File: config.mk
export PLATFORM = sky130hd
export DESIGN_NAME = lrudc_back
export DESIGN_NICKNAME = d
export VERILOG_FILES = /design/src/lrudc_pkg.sv /design/src/lrudc_back.sv
export SDC_FILE = /design/constraint.sdc
export NUM_CORES = 2
export LEC_CHECK = 0
export ABC_CLOCK_PERIOD_IN_PS = 19800
export BUFFER_PORTS_ARGS = -buffer_cell sky130_fd_sc_hd__buf_2
export CORE_ASPECT_RATIO = 1.5
export CORE_MARGIN = 4
export CORE_UTILIZATION = 55
export DETAILED_ROUTE_END_ITERATION = 8
export HOLD_SLACK_MARGIN = 0.08
export PLACE_DENSITY = 0.72
export SETUP_SLACK_MARGIN = 0.5
export SYNTH_ARGS = -nofsm -noshare
export SYNTH_HDL_FRONTEND = slang
export SYNTH_SLANG_ARGS = --single-unit
File: constraint.sdc
create_clock -name clk -period 19.8 [get_ports clk]
set_input_delay 1.98 -clock clk [delete_from_list [all_inputs] [get_ports clk]]
set_output_delay 1.98 -clock clk [all_outputs]
set_load 0.05 [all_outputs]
File: src/lrudc_pkg.sv
// ----------------------------------------------------------------------------
// lrudc_pkg
// Shared types, codes and defaults of the LRU digest cache index.
// ----------------------------------------------------------------------------
package lrudc_pkg;

	localparam int ENTRIES_DEF = 16;
	localparam int DIG_W       = 64;
	localparam int ACT_W       = 2;
	localparam int LIMIT_W     = 5;
	localparam int PADDR_W     = 3;
	localparam int PDATA_W     = 32;
	localparam int QUEUE_DEPTH = 2;

	localparam logic [ACT_W-1:0] ACT_LOOKUP = 2'd0;
	localparam logic [ACT_W-1:0] ACT_INSERT = 2'd1;
	localparam logic [ACT_W-1:0] ACT_UPDATE = 2'd2;

	localparam logic REG_LIMIT    = 1'b0;
	localparam logic REG_WRITABLE = 1'b1;

	typedef enum logic [1:0] {
		OP_LOOKUP,
		OP_INSERT,
		OP_UPDATE,
		OP_NONE
	} op_t;

	typedef enum logic [1:0] {
		ST_IDLE,
		ST_SCAN,
		ST_FIN,
		ST_EXEC
	} eng_state_t;

	typedef struct packed {
		op_t              op;
		logic [DIG_W-1:0] key_hi;
		logic [DIG_W-1:0] key_lo;
		logic [DIG_W-1:0] val_hi;
		logic [DIG_W-1:0] val_lo;
	} req_t;

	typedef struct packed {
		logic             hit;
		logic [DIG_W-1:0] found_hi;
		logic [DIG_W-1:0] found_lo;
		logic             evicted;
		logic [DIG_W-1:0] ev_key_hi;
		logic [DIG_W-1:0] ev_key_lo;
		logic             ignored;
	} res_t;

endpackage

File: src/lrudc_back.sv
// ----------------------------------------------------------------------------
// lrudc_back
// Scans the entry store for one item, then applies lookup, insert or update
// and the recency changes, and holds the result until it is taken.
// ----------------------------------------------------------------------------
module lrudc_back #(
	parameter int ENTRIES = lrudc_pkg::ENTRIES_DEF
) (
	input  logic                                 clk,
	input  logic                                 arst_n,
	input  logic                                 req_valid,
	input  lrudc_pkg::req_t                      req,
	output logic                                 req_take,
	input  logic [$clog2(ENTRIES+1)-1:0]         limit,
	input  logic                                 writable,
	output lrudc_pkg::res_t                      res,
	output logic                                 res_valid,
	input  logic                                 res_pop,
	output logic [$clog2(ENTRIES+1)-1:0]         live_count
);
	import lrudc_pkg::*;

	localparam int IDX_W = $clog2(ENTRIES);
	localparam int CNT_W = $clog2(ENTRIES + 1);
	localparam int KEY_W = 2 * DIG_W;

	eng_state_t       state_q;
	eng_state_t       state_d;
	req_t             cur_q;
	logic             full_q;
	logic [IDX_W-1:0] rd_idx_q;
	logic             cmp_vld_s2;
	logic [IDX_W-1:0] cmp_idx_s2;
	logic [KEY_W-1:0] key_rd_s2;
	logic [KEY_W-1:0] val_rd_s2;

	logic [KEY_W-1:0] key_mem [ENTRIES];
	logic [KEY_W-1:0] val_mem [ENTRIES];

	logic [ENTRIES-1:0] valid_q;
	logic [IDX_W-1:0]   rank_q [ENTRIES];
	logic [CNT_W-1:0]   count_q;

	logic             hit_q;
	logic [IDX_W-1:0] hit_idx_q;
	logic [IDX_W-1:0] hit_rank_q;
	logic [KEY_W-1:0] found_q;
	logic [KEY_W-1:0] wkey_q;
	logic             ev_fnd_q;
	logic             free_fnd_q;
	logic [IDX_W-1:0] free_idx_q;
	logic             res_valid_q;
	res_t             res_q;
	res_t             res_d;

	logic             load;
	logic             rd_en;
	logic             exec_go;
	logic [CNT_W-1:0] thr;
	logic             c_valid;
	logic [IDX_W-1:0] c_rank;
	logic             c_match;
	logic             c_evict;
	logic             c_worst;
	logic             c_free;
	logic             is_wr;
	logic             ins_new;
	logic             mtf;
	logic             val_we;
	logic [IDX_W-1:0] val_widx;

	// next state
	always_comb begin
		state_d = state_q;
		case (state_q)
			ST_IDLE: begin
				if (req_valid) begin
					state_d = (req.op == OP_NONE) ? ST_EXEC : ST_SCAN;
				end
			end
			ST_SCAN: begin
				if (rd_idx_q == IDX_W'(ENTRIES - 1)) begin
					state_d = ST_FIN;
				end
			end
			ST_FIN:  state_d = ST_EXEC;
			ST_EXEC: begin
				if (exec_go) begin
					state_d = ST_IDLE;
				end
			end
			default: state_d = ST_IDLE;
		endcase
	end

	// state outputs
	always_comb begin
		req_take = 1'b0;
		rd_en    = 1'b0;
		exec_go  = 1'b0;
		case (state_q)
			ST_IDLE: req_take = 1'b1;
			ST_SCAN: rd_en = 1'b1;
			ST_FIN:  rd_en = 1'b0;
			ST_EXEC: exec_go = !res_valid_q || res_pop;
			default: rd_en = 1'b0;
		endcase
	end

	assign load   = req_take && req_valid;
	assign thr    = limit - CNT_W'(1);

	assign c_valid = valid_q[cmp_idx_s2];
	assign c_rank  = rank_q[cmp_idx_s2];
	assign c_match = cmp_vld_s2 && c_valid && (key_rd_s2 == {cur_q.key_hi, cur_q.key_lo});
	assign c_evict = cmp_vld_s2 && c_valid && full_q && (CNT_W'(c_rank) >= thr);
	assign c_worst = c_evict && (!ev_fnd_q || (c_rank != '0));
	assign c_free  = cmp_vld_s2 && (!c_valid || (full_q && (CNT_W'(c_rank) >= thr)));

	assign is_wr    = (cur_q.op == OP_INSERT) || (cur_q.op == OP_UPDATE);
	assign ins_new  = (cur_q.op == OP_INSERT) && writable && !hit_q;
	assign mtf      = hit_q && ((cur_q.op == OP_LOOKUP) || ((cur_q.op == OP_INSERT) && writable));
	assign val_we   = exec_go && ((writable && hit_q && is_wr) || ins_new);
	assign val_widx = hit_q ? hit_idx_q : free_idx_q;

	always_comb begin
		res_d           = '0;
		res_d.hit       = hit_q;
		res_d.ignored   = is_wr && (!writable || ((cur_q.op == OP_UPDATE) && !hit_q));
		if ((cur_q.op == OP_LOOKUP) && hit_q) begin
			res_d.found_hi = found_q[KEY_W-1:DIG_W];
			res_d.found_lo = found_q[DIG_W-1:0];
		end
		if (ins_new && full_q) begin
			res_d.evicted   = 1'b1;
			res_d.ev_key_hi = wkey_q[KEY_W-1:DIG_W];
			res_d.ev_key_lo = wkey_q[DIG_W-1:0];
		end
	end

	always_ff @(posedge clk or negedge arst_n) begin
		if (!arst_n) begin
			state_q     <= ST_IDLE;
			rd_idx_q    <= '0;
			cmp_vld_s2  <= 1'b0;
			full_q      <= 1'b0;
			hit_q       <= 1'b0;
			ev_fnd_q    <= 1'b0;
			free_fnd_q  <= 1'b0;
			valid_q     <= '0;
			count_q     <= '0;
			res_valid_q <= 1'b0;
			for (int j = 0; j < ENTRIES; j++) begin
				rank_q[j] <= '0;
			end
		end else begin
			state_q    <= state_d;
			cmp_vld_s2 <= rd_en;
			if (load) begin
				rd_idx_q   <= '0;
				hit_q      <= 1'b0;
				ev_fnd_q   <= 1'b0;
				free_fnd_q <= 1'b0;
				full_q     <= (count_q >= limit);
			end else begin
				if (rd_en) begin
					rd_idx_q <= rd_idx_q + IDX_W'(1);
				end
				if (c_match) begin
					hit_q <= 1'b1;
				end
				if (c_evict) begin
					ev_fnd_q <= 1'b1;
				end
				if (c_free) begin
					free_fnd_q <= 1'b1;
				end
			end
			if (exec_go) begin
				res_valid_q <= 1'b1;
			end else if (res_pop) begin
				res_valid_q <= 1'b0;
			end
			if (exec_go && mtf) begin
				for (int j = 0; j < ENTRIES; j++) begin
					if (IDX_W'(j) == hit_idx_q) begin
						rank_q[j] <= '0;
					end else if (valid_q[j] && (rank_q[j] < hit_rank_q)) begin
						rank_q[j] <= rank_q[j] + IDX_W'(1);
					end
				end
			end
			if (exec_go && ins_new) begin
				for (int j = 0; j < ENTRIES; j++) begin
					if (IDX_W'(j) == free_idx_q) begin
						valid_q[j] <= 1'b1;
						rank_q[j]  <= '0;
					end else if (full_q && valid_q[j] && (CNT_W'(rank_q[j]) >= thr)) begin
						valid_q[j] <= 1'b0;
						rank_q[j]  <= '0;
					end else if (valid_q[j]) begin
						rank_q[j] <= rank_q[j] + IDX_W'(1);
					end
				end
				count_q <= full_q ? limit : count_q + CNT_W'(1);
			end
		end
	end

	always_ff @(posedge clk) begin
		if (load) begin
			cur_q <= req;
		end
		cmp_idx_s2 <= rd_idx_q;
		if (c_match) begin
			hit_idx_q  <= cmp_idx_s2;
			hit_rank_q <= c_rank;
			found_q    <= val_rd_s2;
		end
		if (c_worst) begin
			wkey_q <= key_rd_s2;
		end
		if (c_free && !free_fnd_q) begin
			free_idx_q <= cmp_idx_s2;
		end
		if (exec_go) begin
			res_q <= res_d;
		end
	end

	always_ff @(posedge clk) begin
		if (exec_go && ins_new) begin
			key_mem[free_idx_q] <= {cur_q.key_hi, cur_q.key_lo};
		end
		if (rd_en) begin
			key_rd_s2 <= key_mem[rd_idx_q];
		end
	end

	always_ff @(posedge clk) begin
		if (val_we) begin
			val_mem[val_widx] <= {cur_q.val_hi, cur_q.val_lo};
		end
		if (rd_en) begin
			val_rd_s2 <= val_mem[rd_idx_q];
		end
	end

	assign res        = res_q;
	assign res_valid  = res_valid_q;
	assign live_count = count_q;

endmodule

==> flow_metrics.py <==
metrics = {
    "outcome": {
        "status": "completed",
    },
    "sta": {
        "finalCriticalPeriod_ps": 6200,
        "finalCritPeriodShare_pct": 31.3,
        "finalSetupViolCount": 0,
        "fin_setup_tns_ps": 0,
        "finalClockSkew_ps": 67.4,
        "tightest_slew_ps": 1330,
        "drv_slew": 0,
        "relSlewSlack_pct": 10.8,
        "fmaxAchievable_ghz": 0.161,
        "finalHoldViolCount": 0,
        "rsz0062_at_grt": "no",
    },
    "power_and_ir_drop": {
        "sw_frac_of_total_pct": 28.1,
        "p_int_uw": 21000,
        "power_switching_uw": 8190,
        "p_clk_share_pct": 30.4,
        "p_leak_uw": 0.0704,
        "seqPwrFrac_pct": 48.2,
        "ir_drop_mv": 0.202,
        "p_per_area_nw_per_um2": 132,
        "p_comb_share_pct": 21.4,
    },
    "clock_tree": {
        "clkLatencyLatePin_ps": 960,
        "cts_resized": 0,
        "htreeDepth": 5,
        "cts_root_buf": "clkbuf_16",
        "numCtsBuffers": 455,
        "clockBufferDepth": 4,
        "cts_tree": "done",
        "cts_setup_buffers": 0,
        "path_clk_slew_ps": 60,
        "cts.sinks": 5238,
        "ctsHoldBuffers": 0,
    },
    "die": {
        "start_util_pct": 55.4,
        "rows": 268,
        "die_area_um2": 368000,
        "dieHeight_um": 741,
        "dieWidth_um": 497,
        "core-area_um2": 356000,
        "ioPinCount": 534,
    },
    "critical_path": {
        "worst_setup_path_end_kind": "flop",
        "crit_required_ps": 20330,
        "critPathMaxStageDelay_ps": 750,
        "startpoint_type": "input pin",
        "critical_path.most_common_cell": "buf_4",
        "cp_cell_sequence": "buf_2 > nand2b_1 > and2_4 > and3_1 > nand2_1 > nor2_4 > buf_4 > buf_4 > buf_4",
        "worstPathArrival_ps": 6730,
        "worst-path-max-fanout": 47,
        "critPathSlowestCell": "nor2_4",
        "critPathKind": "in2reg",
        "rrSetupSlack_ps": 13660,
    },
    "layout": {
        "drive_above_1_share_pct": 28.6,
        "final_cell_mix": "5137 x edfxtp_1, 1292 x mux4_2, 532 x buf_2",
        "area_growth_pct": 12.0,
        "final_common_cell": "edfxtp_1",
        "final_cell_count_no_fill": 14170,
        "n_fill_cell": 23253,
        "nets": 9454,
    },
    "logic_synthesis": {
        "synthMuxAreaShare_pct": 14.9,
        "synth_xor_area_share_pct": 0.565,
        "synthesis.instances": 8266,
        "synth_edf_count": 5137,
        "synth_largest_area_cell": "edfxtp_1",
        "yosys.area_share.simple_pct": 1.89,
        "synth_fp_nets": 8664,
        "synth_top_family_by_area": "multiplexers",
        "synth.area.top_cells": "edfxtp_1 78%, mux4_2 15%, dfrtp_1 1.2%",
        "synth_compound_area_share_pct": 1.16,
        "synthDistinctLibCells": 57,
        "ys_ff_latch": 5238,
        "ys.warnings.count": 0,
        "synth_top_area_share_pct": 78.3,
        "synth-async-reset-ratio_pct": 1.85,
        "synthFlopType": "edfxtp_1",
        "synth-adder-area-share_pct": 0.907,
        "yosysSeqAreaShare_pct": 79.6,
        "syn_area_um2": 197000,
        "syn_area_per_cell_um2": 23.8,
    },
    "drt": {
        "drtIter0Drc": 10733,
        "via_count": 92251,
        "ant_nets": 0,
        "drt_wl_total_mm": 489,
        "drc": 0,
        "wl_per_cell_um": 34.5,
        "dr.pass1.iters": 8,
        "via_per_inst": 6.51,
    },
    "grt": {
        "grt_start_max_net_pins": 156,
        "grt_pass1_vias": 95474,
        "grt_pass1_wl_mm": 701,
        "antenna_found_initial": 30,
        "grt_usage_pct": 26.7,
        "grt_overflow": 0,
    },
    "flow_run": {
        "max-cap-violations": 0,
    },
    "place": {
        "hpwl_mm": 266,
        "port_buffers": 533,
        "place_inst": 13323,
        "gp_congestion": 0.859,
    },
    "min_path": {
        "hold_class": "reg2reg",
    },
}
Yosys cell counts, drive strengths merged, types with 37 or more instances:
master and count:
nand2 66, nor2 37, o21ai 54, xnor2 108, dfrtp 97, ha 130, nand3 89, clkbuf 215
nor3 48, a21o 86, mux4 1300, nand2b 48, buf 155, edfxtp 5137, inv 72, a21oi 108
and3 283
area by class of cell:
type	count	area, um2	area share, %
Timing Repair Buffer	703	4260	1.93
Multi-Input combinational cell	2586	38500	17.5
Inverter	72	300	0.136
Tap cell	4725	5910	2.68
Clock inverter	292	2860	1.30
Antenna cell	8	20.0	0.00908
Sequential cell	5238	157000	71.1
Clock buffer	546	11900	5.39
worst max-delay path: cells and delay by family:
kind / cells / cell delay [ps]
buffers and inverters: 4 / 2180
AND/OR/NAND/NOR: 5 / 2400
final timing paths:
| check | start | endpoint | cells past startpoint |
|---|---|---|---|
| worst max-delay path | res_pop | val_mem[9][32] | 9 |
| worst min-delay path | val_rd_s2[103] | found_q[103] | 0 |
| worst max register to register | cur_q[183] | found_q[80] | 8 |
| worst min register to register | val_rd_s2[103] | found_q[103] | 0 |
| max in group asynchronous | arst_n | rd_idx_q[1] | 2 |
| min in group asynchronous | arst_n | live_count[4] | 1 |
registers in the layout, summed over array words and instances, names as in the netlist, 2 cells and up:
signal      count
key_mem      2048
val_mem      2048
res           259
cur_q         258
found_q       128
key_rd_s2     128
val_rd_s2     128
wkey_q        128
rank_q         64
valid_q        16
live_count      5
cmp_idx_s2      4
free_idx_q      4
hit_idx_q       4
hit_rank_q      4
rd_idx_q        4
state_q         2
per-layer routing:
layer	share of wire (%)	wire length, um	track usage, %	up-vias
met5	0.0098	48	0	-
met4	4.0	19700	9.27	8
met1	35	170000	34.8	49321
li1	-	-	-	36752
met3	8.5	41700	3.93	871
met2	53	257000	46.2	5299
logic make-up after synthesis:
logic type                 after synthesis
adders and majority gates              146
DFF                                   5238
AOI/OAI and AO/OA                      348
and+or+nand+nor                        661
buffers and inverters                  442
xor gates and xnor gates               127
muxes                                 1304
power groups by stage:
stage,Sequential (uW),Clock (uW),Combinational (uW)
CTS,14100,9000,6370
finish,14100,8850,6240
detailed placement,14300,0,6320
global route,14200,9470,6580
floorplan,14700,0,4000
global placement,14200,0,6240
per-stage QoR:
stage / hold WS [ps] / utilization [%] / area (um2) / worst slack (ps) / power, uW
finish: 398 / 62.0 / 221000 / 13600 / 29200
global route: 405 / 62.0 / 221000 / 13380 / 30200
CTS: 397 / 62.0 / 220000 / 13520 / 29400
detailed placement: 405 / 57.8 / 206000 / 12590 / 20600
global placement: 405 / 57.8 / 206000 / 12650 / 20500
floorplan: 342 / - / 197000 / 4770 / 18700
Note: power is estimated with default switching activity, not from simulation.
