--- config.mk ---
export PLATFORM = sky130hd
export DESIGN_NAME = lrudc_front
export DESIGN_NICKNAME = d
export VERILOG_FILES = /design/src/lrudc_pkg.sv /design/src/lrudc_front.sv
export SDC_FILE = /design/constraint.sdc
export NUM_CORES = 1
export LEC_CHECK = 0
export BUFFER_PORTS_ARGS = -buffer_cell sky130_fd_sc_hd__buf_4
export CORE_AREA = 2 2 202 204
export DETAILED_ROUTE_END_ITERATION = 10
export DIE_AREA = 0 0 204 206
export PLACE_DENSITY_LB_ADDON = 0.12
export SYNTH_ARGS = -nofsm -noshare
export SYNTH_HDL_FRONTEND = slang
export SYNTH_SLANG_ARGS = --single-unit
--- constraint.sdc ---
create_clock -name clk -period 17.3 [get_ports clk]
set_clock_uncertainty 0.05 [all_clocks]
set_input_delay 3.46 -clock clk [delete_from_list [all_inputs] [get_ports clk]]
set_output_delay 3.46 -clock clk [all_outputs]
set_load 0.05 [all_outputs]
--- src/lrudc_pkg.sv ---
// ----------------------------------------------------------------------------
// lrudc_pkg
// Shared types, codes and defaults of the LRU digest cache index.
// ----------------------------------------------------------------------------
package lrudc_pkg;

	localparam int ENTRIES_DEF = 16;
	localparam int DIG_W       = 64;
	localparam int ACT_W       = 2;
	localparam int LIMIT_W     = 5;
	localparam int PADDR_W     = 3;
	localparam int PDATA_W     = 32;
	localparam int QUEUE_DEPTH = 2;

	localparam logic [ACT_W-1:0] ACT_LOOKUP = 2'd0;
	localparam logic [ACT_W-1:0] ACT_INSERT = 2'd1;
	localparam logic [ACT_W-1:0] ACT_UPDATE = 2'd2;

	localparam logic REG_LIMIT    = 1'b0;
	localparam logic REG_WRITABLE = 1'b1;

	typedef enum logic [1:0] {
		OP_LOOKUP,
		OP_INSERT,
		OP_UPDATE,
		OP_NONE
	} op_t;

	typedef enum logic [1:0] {
		ST_IDLE,
		ST_SCAN,
		ST_FIN,
		ST_EXEC
	} eng_state_t;

	typedef struct packed {
		op_t              op;
		logic [DIG_W-1:0] key_hi;
		logic [DIG_W-1:0] key_lo;
		logic [DIG_W-1:0] val_hi;
		logic [DIG_W-1:0] val_lo;
	} req_t;

	typedef struct packed {
		logic             hit;
		logic [DIG_W-1:0] found_hi;
		logic [DIG_W-1:0] found_lo;
		logic             evicted;
		logic [DIG_W-1:0] ev_key_hi;
		logic [DIG_W-1:0] ev_key_lo;
		logic             ignored;
	} res_t;

endpackage

--- src/lrudc_front.sv ---
// ----------------------------------------------------------------------------
// lrudc_front
// Accepts items, decodes the action and queues them for the back engine.
// ----------------------------------------------------------------------------
module lrudc_front (
	input  logic                         clk,
	input  logic                         arst_n,
	input  logic                         push,
	output logic                         full,
	input  logic [lrudc_pkg::ACT_W-1:0]  action,
	input  logic [lrudc_pkg::DIG_W-1:0]  key_hi,
	input  logic [lrudc_pkg::DIG_W-1:0]  key_lo,
	input  logic [lrudc_pkg::DIG_W-1:0]  value_hi,
	input  logic [lrudc_pkg::DIG_W-1:0]  value_lo,
	output logic                         req_valid,
	output lrudc_pkg::req_t              req,
	input  logic                         req_take
);
	import lrudc_pkg::*;

	localparam int PTR_W = (QUEUE_DEPTH > 1) ? $clog2(QUEUE_DEPTH) : 1;
	localparam int CNT_W = $clog2(QUEUE_DEPTH + 1);

	req_t             fifo_q [QUEUE_DEPTH];
	logic [PTR_W-1:0] wr_ptr_q;
	logic [PTR_W-1:0] rd_ptr_q;
	logic [CNT_W-1:0] cnt_q;
	op_t              op_dec;
	logic             do_push;
	logic             do_pop;

	always_comb begin
		case (action)
			ACT_LOOKUP: op_dec = OP_LOOKUP;
			ACT_INSERT: op_dec = OP_INSERT;
			ACT_UPDATE: op_dec = OP_UPDATE;
			default:    op_dec = OP_NONE;
		endcase
	end

	assign full      = (cnt_q == CNT_W'(QUEUE_DEPTH));
	assign req_valid = (cnt_q != '0);
	assign req       = fifo_q[rd_ptr_q];
	assign do_push   = push && !full;
	assign do_pop    = req_take && req_valid;

	always_ff @(posedge clk or negedge arst_n) begin
		if (!arst_n) begin
			wr_ptr_q <= '0;
			rd_ptr_q <= '0;
			cnt_q    <= '0;
		end else begin
			if (do_push) begin
				wr_ptr_q <= (wr_ptr_q == PTR_W'(QUEUE_DEPTH - 1)) ? '0 : wr_ptr_q + PTR_W'(1);
			end
			if (do_pop) begin
				rd_ptr_q <= (rd_ptr_q == PTR_W'(QUEUE_DEPTH - 1)) ? '0 : rd_ptr_q + PTR_W'(1);
			end
			if (do_push && !do_pop) begin
				cnt_q <= cnt_q + CNT_W'(1);
			end else if (do_pop && !do_push) begin
				cnt_q <= cnt_q - CNT_W'(1);
			end
		end
	end

	always_ff @(posedge clk) begin
		if (do_push) begin
			fifo_q[wr_ptr_q] <= '{op: op_dec, key_hi: key_hi, key_lo: key_lo,
				val_hi: value_hi, val_lo: value_lo};
		end
	end

endmodule

==> results of run 1 <==
cells in the final DEF, fill, tap and decap left out, types with 2 or more instances in the layout:
cell type / instances
nand2_1: 2
clkinv_1: 13
clkbuf_1: 12
clkinvlp_4: 2
mux2_2: 56
clkbuf_16: 53
diode_2: 7
xnor2_1: 3
mux2_4: 202
edfxtp_1: 516
bufinv_16: 2
clkinv_2: 7
buf_4: 530
xor2_1: 2
inv_1: 2
dfrtp_1: 3
layout make-up:
type	instances	area, µm²
inverter	2	7.51
timing repair buffer	531	4000
tap	532	666
fill	2861	14600
antenna	7	17.5
clock buffer	66	1390
sequential	520	15600
multi-input combinational	271	3770
clock inverter	24	159
kinds of logic after synthesis:
kind of cell,count (synthesis),share of synthesized area
mux,258,0.186
xor+xnor,5,0.00223
simple gates,7,0.00172
buf+inv,33,0.0161
fa+ha+maj,1,0.000636
flops,520,0.793
path summary, 6_finish.rpt:
path / end / slack, ns / cells after the start
max: req[130] / 9.05 / 5
min: cnt_q[1] / 0.46 / 1
max reg2reg: fifo_q[1][74] / 13.61 / 4
min reg2reg: cnt_q[1] / 0.46 / 1
max in group asynchronous: rd_ptr_q / 14.45 / 1
min in group asynchronous: cnt_q[0] / 2.62 / 1
metal layers:
metal,routed length (µm),vias to the layer above,GRT usage
met5,0,-,0
met4,1710,0,0.0960
met3,4640,87,0.0858
met2,21700,406,0.335
met1,15600,4866,0.224
li1,-,4397,-
stage by stage:
stage	hold WS (ns)	worst slack, ns	cells
finish	0.457	9.05	1953
global placement	0.427	9.68	1856
detailed placement	0.453	9.60	1856
floorplan	0.406	2.13	824
CTS	0.468	8.97	1946
global route	0.484	8.80	1951
registers in the layout, summed over array words and instances (netlist names):
name,cells
cnt_q,2
fifo_q,516
rd_ptr_q,1
wr_ptr_q,1
where the power goes:
| part | total, mW | internal (mW) | switching (mW) |
|---|---|---|---|
| clock network | 1.03 | 0.590 | 0.439 |
| logic | 2.36 | 0.823 | 1.54 |
| registers | 1.82 | 1.73 | 0.0955 |
worst max-delay path: cells and delay by family (launching register included):
family                 cells  cell delay, ns
buffers and inverters      4            2.74
DFF                        1            0.96
muxes                      1            0.36
==> impl_metrics.env, run 1 <==
export IMPL_status="complete, no violations"
export IMPL_yosysMostFrequentCell="edfxtp_1"
export IMPL_place_area_mm2=0.0240
export IMPL_synth_common_cells="516 x edfxtp_1, 202 x mux2_4, 56 x mux2_2"
export IMPL_grt_ovfl_total=0
export IMPL_final_core_util=0.637
export IMPL_gp_congestion=0.794
export IMPL_wl_um=43700
export IMPL_cts_resized=0
export IMPL_fp_dieW_um=204
export IMPL_slowest_stage="dfrtp_4"
export IMPL_worst_path_most_repeated_cell="buf_4"
export IMPL_grt_pass1_vias=9983
export IMPL_nets=1640
export IMPL_powerDensity_mw_per_mm2=204
export IMPL_slew_violations=0
export IMPL_cp_start_kind="flip-flop"
export IMPL_start_util=0.489
export IMPL_antenna_found_initial=7
export IMPL_place_hpwl_um=30500
export IMPL_cts_root_buffer="clkbuf_16"
export IMPL_tns_ns=0
export IMPL_hold_start="cnt_q[1]"
export IMPL_viasPerCell=5.00
export IMPL_port_buffers=521
export IMPL_rsz0062_at_grt="false"
export IMPL_grt_max_degree=147
export IMPL_arrival_ns=4.74
export IMPL_clock_latency_ns=0.57
export IMPL_drt_initial_drc_count=494
export IMPL_p_total_mw=5.21
export IMPL_area_growth_pct=30.2
export IMPL_grt_use_total=0.201
export IMPL_syn_nets=1087
export IMPL_synthArstFlopShare=0.00769
export IMPL_synth_seq_cells=520
export IMPL_cp_cell_sequence="buf_4 -> buf_4 -> buf_4 -> mux2_4 -> buf_4"
export IMPL_ys_types=16
export IMPL_clock_fmax_mhz=121
export IMPL_postRouteAntennaNets=0
export IMPL_crit_fanout=51
export IMPL_syn_cell_area_mm2=0.0197
export IMPL_postCtsHoldBufs=0
export IMPL_htree_levels=2
export IMPL_crit_required_ns=13.79
export IMPL_design_area_mm2=0.0256
export IMPL_cts_tree="built"
export IMPL_p_leak_nw=10.1
export IMPL_synth_seq_area_share=0.793
export IMPL_cts_sinks=520
export IMPL_path_clk_slew_ns=0.06
export IMPL_io_pins=522
export IMPL_maxCapViolations=0
export IMPL_post_route_period_util=0.477
export IMPL_post_synth_top_area_cell="edfxtp_1"
export IMPL_critPathKind="flip-flop to output pin"
export IMPL_hold_viol=0
export IMPL_slew_headroom=0.211
export IMPL_wire_per_inst_um=22.4
export IMPL_rows=74
export IMPL_drc_errors=0
export IMPL_cpPeakStageDelay_ns=0.96
export IMPL_synth_top_area_frac=0.788
export IMPL_grt_pass1_wl_um=61500
export IMPL_post_route_min_period_ns=8.25
export IMPL_firstDrtPassIters=6
export IMPL_crit_path_end_kind="output pin"
export IMPL_drive_gt1_frac=0.607
export IMPL_hold_class="flip-flop to flip-flop"
export IMPL_worstSetupStartpoint="rd_ptr_q"
export IMPL_setup_viol=0
export IMPL_postCtsSetupBuffers=0
export IMPL_yosysWarningCount=0
export IMPL_coreArea_mm2=0.0402
export IMPL_reg2reg_from="cnt_q[0]"
export IMPL_vias=9756
export IMPL_synth_edf_count=516
export IMPL_ir_drop_mv=0.175
export IMPL_die_h_um=206
export IMPL_die_area_mm2=0.0420
export IMPL_cts_buffers=51
export IMPL_netlist_top_cells_area="edfxtp_1 79%, mux2_4 15%, mux2_2 3.2%"
export IMPL_syn_area_per_cell_um2=23.9
export IMPL_syn_inst=824
export IMPL_tightest_slew_ns=1.18
export IMPL_clockBufferDepth=3
export IMPL_synth_flop_cell="edfxtp_1"
(Power assumes the default switching activity.)
==> run 2, diff against run 1 <==
--- a/config.mk
+++ b/config.mk
@@ -5,10 +5,11 @@
 export SDC_FILE = /design/constraint.sdc
 export NUM_CORES = 1
 export LEC_CHECK = 0
+export ABC_AREA = 1
 export BUFFER_PORTS_ARGS = -buffer_cell sky130_fd_sc_hd__buf_4
-export CORE_AREA = 2 2 202 204
+export CORE_ASPECT_RATIO = 1.2
+export CORE_UTILIZATION = 47
 export DETAILED_ROUTE_END_ITERATION = 10
-export DIE_AREA = 0 0 204 206
 export PLACE_DENSITY_LB_ADDON = 0.12
 export SYNTH_ARGS = -nofsm -noshare
 export SYNTH_HDL_FRONTEND = slang
==> constraint.sdc (replaced) <==
create_clock -name clk -period 7 [get_ports clk]
set_clock_uncertainty 0.05 [all_clocks]
set_input_delay 1.4 -clock clk [delete_from_list [all_inputs] [get_ports clk]]
set_output_delay 1.4 -clock clk [all_outputs]
set_load 0.05 [all_outputs]
==> run 2 against run 1 <==
Compared with the run above: sequential share of layout area grew 1.7 points; total power grew to 2.5 times the previous value; die area shrank 1.7%; hold slack lost 0.014 ns; cell count grew 27%; core utilization shrank 1.2 points; register-to-register slack lost 9.4 ns; global-route usage grew 1.7 points; sequential power grew 150%; wire length grew 6.2%; synthesized area shrank 3.2%; critical path type unchanged; critical endpoint is now req[113]; largest power group unchanged; highest routed layer is now met5.
==> impl_metrics.env, run 2 <==
export IMPL_n_fill_cell=3080
export IMPL_status="complete, no violations"
export IMPL_htree_levels=2
export IMPL_postCtsHoldBufs=0
export IMPL_port_buffers=521
export IMPL_maxCapViolations=0
export IMPL_crit_fanout=160
export IMPL_yosysMostFrequentCell="nand2_1"
export IMPL_syn_cell_area_mm2=0.0190
export IMPL_final_common_cell="nand2_1"
export IMPL_wl_um=46400
export IMPL_synth_flop_cell="edfxtp_1"
export IMPL_nets=2166
export IMPL_p_leak_nw=10.6
export IMPL_die_area_mm2=0.0413
export IMPL_rsz0062_at_grt="false"
export IMPL_syn_area_per_cell_um2=13.8
export IMPL_hold_class="flip-flop to flip-flop"
export IMPL_powerDensity_mw_per_mm2=527
export IMPL_synth_top_area_frac=0.814
export IMPL_crit_path_end_kind="output pin"
export IMPL_grt_use_total=0.218
export IMPL_critPathKind="flip-flop to output pin"
export IMPL_reg_top3="fifo_q: 516 flops, cnt_q: 2 flops"
export IMPL_clock_fmax_mhz=211
export IMPL_post_route_period_util=0.678
export IMPL_cp_start_kind="flip-flop"
export IMPL_post_synth_top_area_cell="edfxtp_1"
export IMPL_crit_required_ns=5.55
export IMPL_synth_edf_count=516
export IMPL_synthArstFlopShare=0.00769
export IMPL_cts_resized=0
export IMPL_netlist_top_cells_area="edfxtp_1 81%, nand2_1 15%, buf_6 0.77%"
export IMPL_hold_viol=0
export IMPL_io_pins=522
export IMPL_slowest_stage="inv_8"
export IMPL_regMostFlops="fifo_q"
export IMPL_critPathTopFamily="buffers and inverters"
export IMPL_postRouteAntennaNets=0
export IMPL_cts_root_buffer="clkbuf_16"
export IMPL_grt_max_degree=184
export IMPL_postCtsSetupBuffers=0
export IMPL_post_route_min_period_ns=4.75
export IMPL_synth_seq_cells=520
export IMPL_fp_dieW_um=186
export IMPL_place_hpwl_um=30100
export IMPL_rows=80
export IMPL_gp_congestion=0.789
export IMPL_start_util=0.478
export IMPL_cts_tree="built"
export IMPL_synth_common_cells="785 x nand2_1, 516 x edfxtp_1, 26 x buf_2"
export IMPL_vias=12000
export IMPL_ir_drop_mv=0.350
export IMPL_grt_pass1_vias=11700
export IMPL_layout_common_cells="785 x nand2_1, 526 x buf_4, 516 x edfxtp_1, 53 x clkbuf_16, 12 x clkinv_1"
export IMPL_clock_latency_ns=0.56
export IMPL_syn_nets=1644
export IMPL_antenna_found_initial=6
export IMPL_yosysWarningCount=0
export IMPL_coreArea_mm2=0.0398
export IMPL_viasPerCell=4.84
export IMPL_wire_per_inst_um=18.7
export IMPL_firstDrtPassIters=5
export IMPL_tightest_slew_ns=1.12
export IMPL_path_clk_slew_ns=0.06
export IMPL_final_core_util=0.626
export IMPL_grt_pass1_wl_um=67000
export IMPL_synth_seq_area_share=0.819
export IMPL_ys_types=15
export IMPL_cp_buffers_inverters=3
export IMPL_drt_initial_drc_count=859
export IMPL_drc_errors=0
export IMPL_die_h_um=222
export IMPL_clockBufferDepth=3
export IMPL_grt_ovfl_total=0
export IMPL_cts_buffers=50
export IMPL_setup_viol=0
export IMPL_cts_sinks=520
export IMPL_tns_ns=0
export IMPL_largest_reg_flops=516
export IMPL_drive_gt1_frac=0.310
export IMPL_syn_inst=1381
export IMPL_cpPeakStageDelay_ns=0.79
export IMPL_slew_violations=0
export IMPL_cp_cell_sequence="inv_8 -> buf_4 -> nand2_1 -> nand2_1 -> buf_4"
export IMPL_arrival_ns=3.30
export IMPL_slew_headroom=0.253
export IMPL_area_growth_pct=30.9
==> run 2: path summary, 6_finish.rpt <==
path                            startpoint             to  slack (ns)  depth (start not counted)
worst max-delay path              rd_ptr_q       req[113]        2.25                          5
min in group asynchronous           arst_n       cnt_q[0]        0.57                          1
worst max register to register    cnt_q[0]  fifo_q[0][22]        4.20                          5
worst min-delay path              wr_ptr_q       wr_ptr_q        0.44                          2
max in group asynchronous           arst_n       rd_ptr_q        6.21                          1
worst min register to register    wr_ptr_q       wr_ptr_q        0.44                          2
==> run 2: per-layer routing <==
layer / global-route usage / routed length [µm]
met1: 0.263 / 17100
met2: 0.357 / 23000
met3: 0.0675 / 4510
met4: 0.0978 / 1780
met5: 0 / 17
==> run 2: worst register-to-register path, delay by kind of cell, from the launching register on <==
| kind | cells | cell delay, ns |
|---|---|---|
| buf+inv | 2 | 1.11 |
| simple gates | 3 | 0.38 |
| flops | 1 | 0.43 |
==> run 2: through the flow <==
| step | power [mW] | instances | hold slack [ns] | area [µm²] | setup slack [ns] |
|---|---|---|---|---|---|
| global placement | 10.6 | 2384 | 0.410 | 23300 | 2.69 |
| floorplan | 8.81 | 1381 | 0.392 | 19000 | 1.07 |
| finish | 13.1 | 2482 | 0.443 | 24900 | 2.25 |
| CTS | 13.2 | 2477 | 0.446 | 24900 | 2.06 |
| global route | 13.7 | 2482 | 0.474 | 24900 | 1.94 |
| detailed placement | 10.6 | 2384 | 0.432 | 23300 | 2.68 |
==> run 2: final cells by class <==
type | instances | area (µm²) | area share
Sequential cell | 520 | 15600 | 0.626
Timing Repair Buffer | 529 | 4010 | 0.161
Multi-Input combinational cell | 794 | 3010 | 0.121
Clock buffer | 64 | 1370 | 0.0549
Tap cell | 533 | 667 | 0.0268
Clock inverter | 29 | 215 | 0.00864
Inverter | 8 | 41.3 | 0.00166
Antenna cell | 5 | 12.5 | 0.000502
==> run 2: kinds of logic (layout without fill, tap and decap cells) <==
family | Yosys count | in the layout | share of synthesized area
xor gates and xnor gates | 1 | 1 | 0.000460
DFF | 520 | 520 | 0.819
adders and majority gates | 1 | 1 | 0.000657
and+or+nand+nor | 791 | 791 | 0.156
buffers and inverters | 67 | 630 | 0.0231
AOI/OAI and AO/OA | 1 | 1 | 0.000263
other | 0 | 5 | 0
==> run 2: report_power, final <==
group | switching (mW) | internal (mW)
sequential | 0.230 | 4.26
clock | 1.11 | 1.49
combinational | 4.58 | 1.46
